[src/hw/rtl/h2r565_pkg.sv]
package h2r565_pkg;

    // Field widths of the stream payload.
    localparam int HUE_W = 15;
    localparam int SAT_W = 13;
    localparam int VAL_W = 13;
    localparam int RGB_W = 16;

    // Packed and byte-padded widths of the slave-side tdata.
    localparam int S_FIELDS_W = HUE_W + SAT_W + VAL_W;
    localparam int S_TDATA_W  = ((S_FIELDS_W + 7) / 8) * 8;

    // Default number of fraction bits of saturation and value.
    localparam int FRAC_BITS_DEF = 12;

    // Hue arithmetic in sixteenths of a degree.
    localparam int HUE_FULL  = 5760;
    localparam int HUE_SIXTY = 960;
    // A normalized hue lies in 0..HUE_FULL.
    localparam int HUE_N_W   = 13;
    // Per-channel hue weight, 0..HUE_SIXTY.
    localparam int G_W       = 10;

    // Per-stage advance strobes of the pipeline.
    typedef struct packed {
        logic s1;
        logic s2;
        logic s3;
        logic s4;
        logic s5;
    } adv_t;

endpackage

[src/hw/rtl/h2r565_hue.sv]
// Stage 1 wraps the hue into 0..360 degrees, stage 2 finds the sector and
// hands each channel its weight g: the channel value is V*(1 - S*g/960).
module h2r565_hue (
    input  logic                                 aclk,
    input  h2r565_pkg::adv_t                     adv,
    input  logic signed [h2r565_pkg::HUE_W-1:0]  hue,
    output logic [h2r565_pkg::G_W-1:0]           g_red,
    output logic [h2r565_pkg::G_W-1:0]           g_green,
    output logic [h2r565_pkg::G_W-1:0]           g_blue
);

    typedef enum logic [2:0] {
        SEC_RY = 3'd0,
        SEC_YG = 3'd1,
        SEC_GC = 3'd2,
        SEC_CB = 3'd3,
        SEC_BM = 3'd4,
        SEC_MR = 3'd5
    } sector_t;

    localparam int HW = h2r565_pkg::HUE_N_W;
    localparam int GW = h2r565_pkg::G_W;

    localparam logic signed [15:0] FULL1 = 16'(h2r565_pkg::HUE_FULL);
    localparam logic signed [15:0] FULL2 = 16'(2 * h2r565_pkg::HUE_FULL);
    localparam logic signed [15:0] FULL3 = 16'(3 * h2r565_pkg::HUE_FULL);

    localparam logic [HW-1:0] B1 = HW'(1 * h2r565_pkg::HUE_SIXTY);
    localparam logic [HW-1:0] B2 = HW'(2 * h2r565_pkg::HUE_SIXTY);
    localparam logic [HW-1:0] B3 = HW'(3 * h2r565_pkg::HUE_SIXTY);
    localparam logic [HW-1:0] B4 = HW'(4 * h2r565_pkg::HUE_SIXTY);
    localparam logic [HW-1:0] B5 = HW'(5 * h2r565_pkg::HUE_SIXTY);

    localparam logic [GW-1:0] G_FULL = GW'(h2r565_pkg::HUE_SIXTY);

    logic signed [15:0] h_ext;
    logic signed [15:0] h_wrap;
    logic [HW-1:0]      hn_reg;
    logic [HW-1:0]      hn_next;

    sector_t            sec;
    logic [HW-1:0]      base;
    logic [HW-1:0]      off;
    logic [GW-1:0]      g_x;
    logic [GW-1:0]      g_red_reg, g_green_reg, g_blue_reg;
    logic [GW-1:0]      g_red_next, g_green_next, g_blue_next;

    // A hue of exactly 360 degrees stays as it is; it lands in the last sector
    // with full weight (960) on the secondary channel, which is the colour of 0.
    always_comb begin
        h_ext = 16'(hue);
        if (h_ext > FULL1) begin
            if (h_ext >= FULL2) begin
                h_wrap = h_ext - FULL2;
            end else begin
                h_wrap = h_ext - FULL1;
            end
        end else if (h_ext < 16'sd0) begin
            if (h_ext >= -FULL1) begin
                h_wrap = h_ext + FULL1;
            end else if (h_ext >= -FULL2) begin
                h_wrap = h_ext + FULL2;
            end else begin
                h_wrap = h_ext + FULL3;
            end
        end else begin
            h_wrap = h_ext;
        end
        hn_next = h_wrap[HW-1:0];
    end

    always_ff @(posedge aclk) begin
        if (adv.s1) begin
            hn_reg <= hn_next;
        end
    end

    always_comb begin
        if (hn_reg < B1) begin
            sec  = SEC_RY;
            base = '0;
        end else if (hn_reg < B2) begin
            sec  = SEC_YG;
            base = B1;
        end else if (hn_reg < B3) begin
            sec  = SEC_GC;
            base = B2;
        end else if (hn_reg < B4) begin
            sec  = SEC_CB;
            base = B3;
        end else if (hn_reg < B5) begin
            sec  = SEC_BM;
            base = B4;
        end else begin
            sec  = SEC_MR;
            base = B5;
        end
        off = hn_reg - base;
        // Rising sectors weight the secondary channel by 960 - offset,
        // falling sectors by the offset itself.
        if (sec[0]) begin
            g_x = off[GW-1:0];
        end else begin
            g_x = G_FULL - off[GW-1:0];
        end

        case (sec)
            SEC_RY: begin
                g_red_next = '0;     g_green_next = g_x;    g_blue_next = G_FULL;
            end
            SEC_YG: begin
                g_red_next = g_x;    g_green_next = '0;     g_blue_next = G_FULL;
            end
            SEC_GC: begin
                g_red_next = G_FULL; g_green_next = '0;     g_blue_next = g_x;
            end
            SEC_CB: begin
                g_red_next = G_FULL; g_green_next = g_x;    g_blue_next = '0;
            end
            SEC_BM: begin
                g_red_next = g_x;    g_green_next = G_FULL; g_blue_next = '0;
            end
            default: begin
                g_red_next = '0;     g_green_next = G_FULL; g_blue_next = g_x;
            end
        endcase
    end

    always_ff @(posedge aclk) begin
        if (adv.s2) begin
            g_red_reg   <= g_red_next;
            g_green_reg <= g_green_next;
            g_blue_reg  <= g_blue_next;
        end
    end

    assign g_red   = g_red_reg;
    assign g_green = g_green_reg;
    assign g_blue  = g_blue_reg;

endmodule

[src/hw/rtl/h2r565_chan.sv]
// One colour channel. With T = 960*one - S*g and N = V*T, the 8-bit channel
// is round-half-up of 255*N/(960*one^2) = (17*N + 32*one^2) >> (2*FB + 6).
module h2r565_chan #(
    parameter int FRAC_BITS = h2r565_pkg::FRAC_BITS_DEF
) (
    input  logic                            aclk,
    input  h2r565_pkg::adv_t                adv,
    input  logic [h2r565_pkg::SAT_W-1:0]    sat,
    input  logic [h2r565_pkg::VAL_W-1:0]    val,
    input  logic [h2r565_pkg::G_W-1:0]      g,
    output logic [7:0]                      chan
);

    localparam int SG_W = h2r565_pkg::SAT_W + h2r565_pkg::G_W;
    localparam int ONE_W = FRAC_BITS + h2r565_pkg::G_W;
    localparam int TW = ((ONE_W > SG_W) ? ONE_W : SG_W) + 1;
    localparam int NW = TW + h2r565_pkg::VAL_W + 1;
    localparam int RW = NW + 6;
    localparam int SH = 2 * FRAC_BITS + 6;
    localparam int QW = RW - SH;

    localparam logic signed [TW-1:0] C_ONE = TW'(h2r565_pkg::HUE_SIXTY) << FRAC_BITS;
    localparam logic signed [RW-1:0] RND = RW'(1) << (2 * FRAC_BITS + 5);

    logic [SG_W-1:0]          sg;
    logic signed [TW-1:0]     t_reg;
    logic signed [TW-1:0]     t_next;
    logic [h2r565_pkg::VAL_W-1:0] val_reg;
    logic signed [NW-1:0]     n_reg;
    logic signed [NW-1:0]     n_next;
    logic signed [RW-1:0]     acc;
    logic [QW-1:0]            q;

    always_comb begin
        sg     = SG_W'(sat) * SG_W'(g);
        t_next = C_ONE - $signed(TW'(sg));
    end

    always_ff @(posedge aclk) begin
        if (adv.s3) begin
            t_reg   <= t_next;
            val_reg <= val;
        end
    end

    assign n_next = NW'($signed({1'b0, val_reg})) * NW'(t_reg);

    always_ff @(posedge aclk) begin
        if (adv.s4) begin
            n_reg <= n_next;
        end
    end

    // A channel that comes out negative (saturation above one) clamps to zero.
    always_comb begin
        acc = (RW'(n_reg) <<< 4) + RW'(n_reg) + RND;
        q   = acc[RW-1:SH];
        if (n_reg[NW-1] || (n_reg == '0)) begin
            chan = '0;
        end else if (q > QW'(255)) begin
            chan = 8'hFF;
        end else begin
            chan = q[7:0];
        end
    end

endmodule

[src/hw/rtl/hsv_to_rgb565.sv]
// HSV to RGB565 converter. Hue comes in sixteenths of a degree and is wrapped
// into 0..360 degrees; saturation and value are unsigned fractions with
// FRAC_BITS fraction bits. A saturation below 0.001 gives grey with each
// channel floor(255*V); otherwise a value below 0.001 gives black; otherwise
// each channel is 255*(channel + m) rounded half up, computed exactly, and the
// three channels are packed red 5, green 6, blue 5 bits. The block accepts one
// transaction per clock while the output is not stalled, and each result passes
// through five register stages: hue wrap, sector select, S*g product,
// V*T product and round/clamp/pack. Each stage holds its data under
// back-pressure and empty stages fill up, so a stall loses nothing.
module hsv_to_rgb565 #(
    parameter int FRAC_BITS = h2r565_pkg::FRAC_BITS_DEF
) (
    input  logic                                aclk,
    input  logic                                aresetn,
    input  logic                                s_tvalid,
    output logic                                s_tready,
    // hue[14:0], saturation[27:15], brightness[40:28], zero padding above
    input  logic [h2r565_pkg::S_TDATA_W-1:0]    s_tdata,
    output logic                                m_tvalid,
    input  logic                                m_tready,
    // rgb565[15:0]
    output logic [h2r565_pkg::RGB_W-1:0]        m_tdata
);

    localparam int SW = h2r565_pkg::SAT_W;
    localparam int VW = h2r565_pkg::VAL_W;
    localparam int GP_W = VW + 8;
    localparam int ONE = 1 << FRAC_BITS;
    localparam int LOW_LIM = (ONE - 1) / 1000 + 1;

    h2r565_pkg::adv_t adv;

    logic v1_reg, v2_reg, v3_reg, v4_reg, v5_reg;

    logic signed [h2r565_pkg::HUE_W-1:0] in_hue;
    logic [SW-1:0] in_sat;
    logic [VW-1:0] in_val;

    logic [GP_W-1:0] grey_prod;
    logic [GP_W-1:0] grey_shift;
    logic [7:0]      grey_next;
    logic            is_grey_next, is_black_next;

    logic [SW-1:0] sat1_reg, sat2_reg;
    logic [VW-1:0] val1_reg, val2_reg;
    logic [7:0]    grey1_reg, grey2_reg, grey3_reg, grey4_reg;
    logic          is_grey1_reg, is_grey2_reg, is_grey3_reg, is_grey4_reg;
    logic          is_black1_reg, is_black2_reg, is_black3_reg, is_black4_reg;

    logic [h2r565_pkg::G_W-1:0] g_red, g_green, g_blue;
    logic [7:0] red8, green8, blue8;

    logic [h2r565_pkg::RGB_W-1:0] rgb_reg;
    logic [h2r565_pkg::RGB_W-1:0] rgb_next;

    // A stage may load when it is empty or when the stage after it moves on.
    always_comb begin
        adv.s5 = !v5_reg || m_tready;
        adv.s4 = !v4_reg || adv.s5;
        adv.s3 = !v3_reg || adv.s4;
        adv.s2 = !v2_reg || adv.s3;
        adv.s1 = !v1_reg || adv.s2;
    end

    assign s_tready = adv.s1;
    assign m_tvalid = v5_reg;
    assign m_tdata  = rgb_reg;

    always_ff @(posedge aclk) begin
        if (!aresetn) begin
            v1_reg <= 1'b0;
            v2_reg <= 1'b0;
            v3_reg <= 1'b0;
            v4_reg <= 1'b0;
            v5_reg <= 1'b0;
        end else begin
            if (adv.s1) v1_reg <= s_tvalid;
            if (adv.s2) v2_reg <= v1_reg;
            if (adv.s3) v3_reg <= v2_reg;
            if (adv.s4) v4_reg <= v3_reg;
            if (adv.s5) v5_reg <= v4_reg;
        end
    end

    always_comb begin
        in_hue = $signed(s_tdata[h2r565_pkg::HUE_W-1:0]);
        in_sat = s_tdata[h2r565_pkg::HUE_W +: SW];
        in_val = s_tdata[h2r565_pkg::HUE_W + SW +: VW];

        grey_prod  = GP_W'(in_val) * GP_W'(255);
        grey_shift = grey_prod >> FRAC_BITS;
        if (grey_shift > GP_W'(255)) begin
            grey_next = 8'hFF;
        end else begin
            grey_next = grey_shift[7:0];
        end
        is_grey_next  = in_sat < SW'(LOW_LIM);
        is_black_next = in_val < VW'(LOW_LIM);
    end

    always_ff @(posedge aclk) begin
        if (adv.s1) begin
            sat1_reg      <= in_sat;
            val1_reg      <= in_val;
            grey1_reg     <= grey_next;
            is_grey1_reg  <= is_grey_next;
            is_black1_reg <= is_black_next;
        end
        if (adv.s2) begin
            sat2_reg      <= sat1_reg;
            val2_reg      <= val1_reg;
            grey2_reg     <= grey1_reg;
            is_grey2_reg  <= is_grey1_reg;
            is_black2_reg <= is_black1_reg;
        end
        if (adv.s3) begin
            grey3_reg     <= grey2_reg;
            is_grey3_reg  <= is_grey2_reg;
            is_black3_reg <= is_black2_reg;
        end
        if (adv.s4) begin
            grey4_reg     <= grey3_reg;
            is_grey4_reg  <= is_grey3_reg;
            is_black4_reg <= is_black3_reg;
        end
    end

    h2r565_hue u_hue (
        .aclk    (aclk),
        .adv     (adv),
        .hue     (in_hue),
        .g_red   (g_red),
        .g_green (g_green),
        .g_blue  (g_blue)
    );

    h2r565_chan #(.FRAC_BITS(FRAC_BITS)) u_chan_red (
        .aclk (aclk),
        .adv  (adv),
        .sat  (sat2_reg),
        .val  (val2_reg),
        .g    (g_red),
        .chan (red8)
    );

    h2r565_chan #(.FRAC_BITS(FRAC_BITS)) u_chan_green (
        .aclk (aclk),
        .adv  (adv),
        .sat  (sat2_reg),
        .val  (val2_reg),
        .g    (g_green),
        .chan (green8)
    );

    h2r565_chan #(.FRAC_BITS(FRAC_BITS)) u_chan_blue (
        .aclk (aclk),
        .adv  (adv),
        .sat  (sat2_reg),
        .val  (val2_reg),
        .g    (g_blue),
        .chan (blue8)
    );

    // The grey test takes priority over the black test.
    always_comb begin
        if (is_grey4_reg) begin
            rgb_next = {grey4_reg[7:3], grey4_reg[7:2], grey4_reg[7:3]};
        end else if (is_black4_reg) begin
            rgb_next = '0;
        end else begin
            rgb_next = {red8[7:3], green8[7:2], blue8[7:3]};
        end
    end

    always_ff @(posedge aclk) begin
        if (adv.s5) begin
            rgb_reg <= rgb_next;
        end
    end

endmodule

[config.mk]
export PLATFORM = sky130hd
export DESIGN_NAME = hsv_to_rgb565
export DESIGN_NICKNAME = d
export VERILOG_FILES = /design/src/hw/rtl/h2r565_pkg.sv /design/src/hw/rtl/h2r565_hue.sv /design/src/hw/rtl/h2r565_chan.sv /design/src/hw/rtl/hsv_to_rgb565.sv
export SDC_FILE = /design/constraint.sdc
export NUM_CORES = 2
export LEC_CHECK = 0
export BUFFER_PORTS_ARGS = -buffer_cell sky130_fd_sc_hd__buf_2
export CAP_MARGIN = 10
export CORE_ASPECT_RATIO = 1.1
export CORE_MARGIN = 2
export CORE_UTILIZATION = 40
export DETAILED_ROUTE_END_ITERATION = 8
export GPL_TIMING_DRIVEN = 0
export PLACE_DENSITY_LB_ADDON = 0.05
export SETUP_SLACK_MARGIN = 0.1
export SYNTH_ARGS = -nofsm -noshare
export SYNTH_HDL_FRONTEND = slang
export SYNTH_HIERARCHICAL = 1
export SYNTH_SLANG_ARGS = --single-unit
[constraint.sdc]
create_clock -name aclk -period 14.1 [get_ports aclk]
set_input_delay 0.705 -clock aclk [delete_from_list [all_inputs] [get_ports aclk]]
set_output_delay 0.705 -clock aclk [all_outputs]
set_load 0.01 [all_outputs]
==> impl_metrics.csv <==
group,metric,value,unit
clocking,htreeDepth,2,
grt,overflow,0,
clocking,cts_setup_buffers,0,
setup_path,max_stage_delay,530,ps
placed_design,dpl-instance-area,70800,um^2
routing,drt_wl_total,181000,um
cells_and_area,area_delta_synth_final,7.39,%
grt,grt_pass1_wl,286000,um
routing,drt_iter0_drc,2298,
routing,met2_length,86200,um
yosys,syn-num-nets,8915,
routing,wl_per_cell,19.5,um
placed_design,place.gp.congestion,0.888,
routing,vias,46000,
setup_path,crit_path_end_kind,"flip-flop",
placed_design,place_hpwl,152000,um
clocking,hold_buffers,0,
clocking,clkTransAtPathRegs,70,ps
timing,timing.fmax,132,MHz
setup_path,crit_chain,"clkbuf_1 > and2_1 > fa_1 > inv_1 > fa_1 > inv_1 > fa_1 > inv_1 > fa_1 > inv_1 > fa_1 > inv_1 > fa_1 > inv_1 > ha_1 > nand2_1 > or4_1 > a31oi_1 > o211ai_1 > a21boi_1 > o41ai_2 > nor2_1 > o31a_1 > xor2_1",
floorplanning,io_pins,70,
setup_path,critPathTopFamily,"adder cells",
routing,dr.pass1.iters,5,
setup_path,reg2reg_setup_slack,6540,ps
clocking,root_buffer,"clkbuf_16",
timing,finalMaxSlewViolations,0,
yosys,synth-warning-count,6,
cells_and_area,n_fill_cell,16700,
clocking,clock_sinks,373,
routing,wl_met3,8290,um
routing,ant_nets,0,
floorplanning,die_width,396,um
timing,hold_viol_final,0,
cells_and_area,drive_above_1_share,3.14,%
timing,max-slew-margin-rel,21.2,%
timing,clock_skew,51.5,ps
routing,drc,0,
floorplanning,rows,158,
clocking,insertion_delay,680,ps
floorplanning,fp.dieH,435,um
run_status,status,"finished, final reports clean",
setup_path,cp_max_fo,10,
setup_path,worstPathRequired,14530,ps
grt,grt_start_max_net_pins,69,
cells_and_area,final_cell_area,72500,um^2
setup_path,worst-endpoint-arrival,7990,ps
routing,wl_met1,82000,um
timing,final-setup-viol-count,0,
timing,min_period,7560,ps
timing,fin_setup_tns,0,ps
yosys,netlist_area,67500,um^2
grt,antenna_found_initial,12,
clocking,cts_tree,"yes",
timing,fin_crit_sh,53.6,%
setup_path,critPathKind,"flip-flop to flip-flop",
routing,top_layer,"met5",
yosys,avgSynthCellArea,9.77,um^2
floorplanning,dieArea,172000,um^2
clocking,cts_buffers,48,
floorplanning,start_util,40.1,%
min_path,hp-class,"primary input to flip-flop",
routing,via_per_inst,4.94,
floorplanning,core-area,168000,um^2
timing,tightest_slew,1180,ps
job,drv_cap,0,
grt,grt_util_all_layers,21.5,%
setup_path,cp-start-kind,"flip-flop",
timing,rsz0062_at_grt,"false",
yosys,synth_cells,6914,
grt,first_global_vias,49300,
setup_path,crit_buf_inv,7,
placed_design,numPortBuffers,61,
cells_and_area,nets,9035,
setup_path,slowest_stage,"fa_1",
clocking,clock_path_buffers,3,
clocking,cts_resized,0,
## layout by cell type (no fill, tap or decap), types with 10 or more instances in the layout
cell,count
inv_1,1511
fa_1,1204
nand2_1,812
ha_1,745
and2_1,654
edfxtp_1,368
clkbuf_1,235
a21oi_1,213
xnor2_1,162
nor2_1,127
a21o_1,96
o21ai_0,84
buf_2,65
xor2_1,54
clkbuf_16,48
nor3_1,46
nand3_1,39
o21a_1,36
nand4_1,34
o21ai_1,32
nor4_1,31
nor2b_1,28
and3_1,27
o21bai_1,27
nand2b_1,26
a31oi_1,26
o211ai_1,22
a211oi_1,21
a22o_1,16
o31ai_1,14
or2_2,13
and4_1,12
or3_1,10
## final timing paths
path | start | end | depth (start not counted)
worst max-delay path | u_chan_blue/t_reg[5] | u_chan_blue/n_reg[34] | 24
worst min-delay path | s_tdata[17] | sat1_reg[2] | 1
worst max register to register | u_chan_blue/t_reg[5] | u_chan_blue/n_reg[34] | 24
worst min register to register | val1_reg[7] | val2_reg[7] | 0
## metal layers
metal	global-route usage, %	up-vias
li1	-	21800
met2	35.5	823
met4	5.71	6
met5	0	-
met3	3.37	188
met1	29.2	23200
## final cells by class
type | count | area [um^2] | area share, %
Antenna cell | 5 | 12.5 | 0.0173
Buffer | 238 | 943 | 1.30
Clock buffer | 60 | 1300 | 1.79
Clock inverter | 30 | 365 | 0.504
Inverter | 1512 | 5680 | 7.83
Multi-Input combinational cell | 4791 | 49800 | 68.6
Sequential cell | 373 | 11200 | 15.4
Tap cell | 2240 | 2800 | 3.86
Timing Repair Buffer | 70 | 489 | 0.674
## through the flow
step,setup slack (ps),hold slack [ps],utilization (%),std cells
2_1_floorplan,7700,400,-,6914
3_3_place_gp,6520,402,42.0,9215
3_5_place_dp,6540,405,42.1,9220
4_1_cts,6510,149,43.1,9310
5_1_grt,6150,168,43.1,9315
6_report,6540,218,43.1,9319
Power is left out: the tool's default activity adds up to more than one toggle a clock period on the data nets, which glitch-free logic cannot reach.
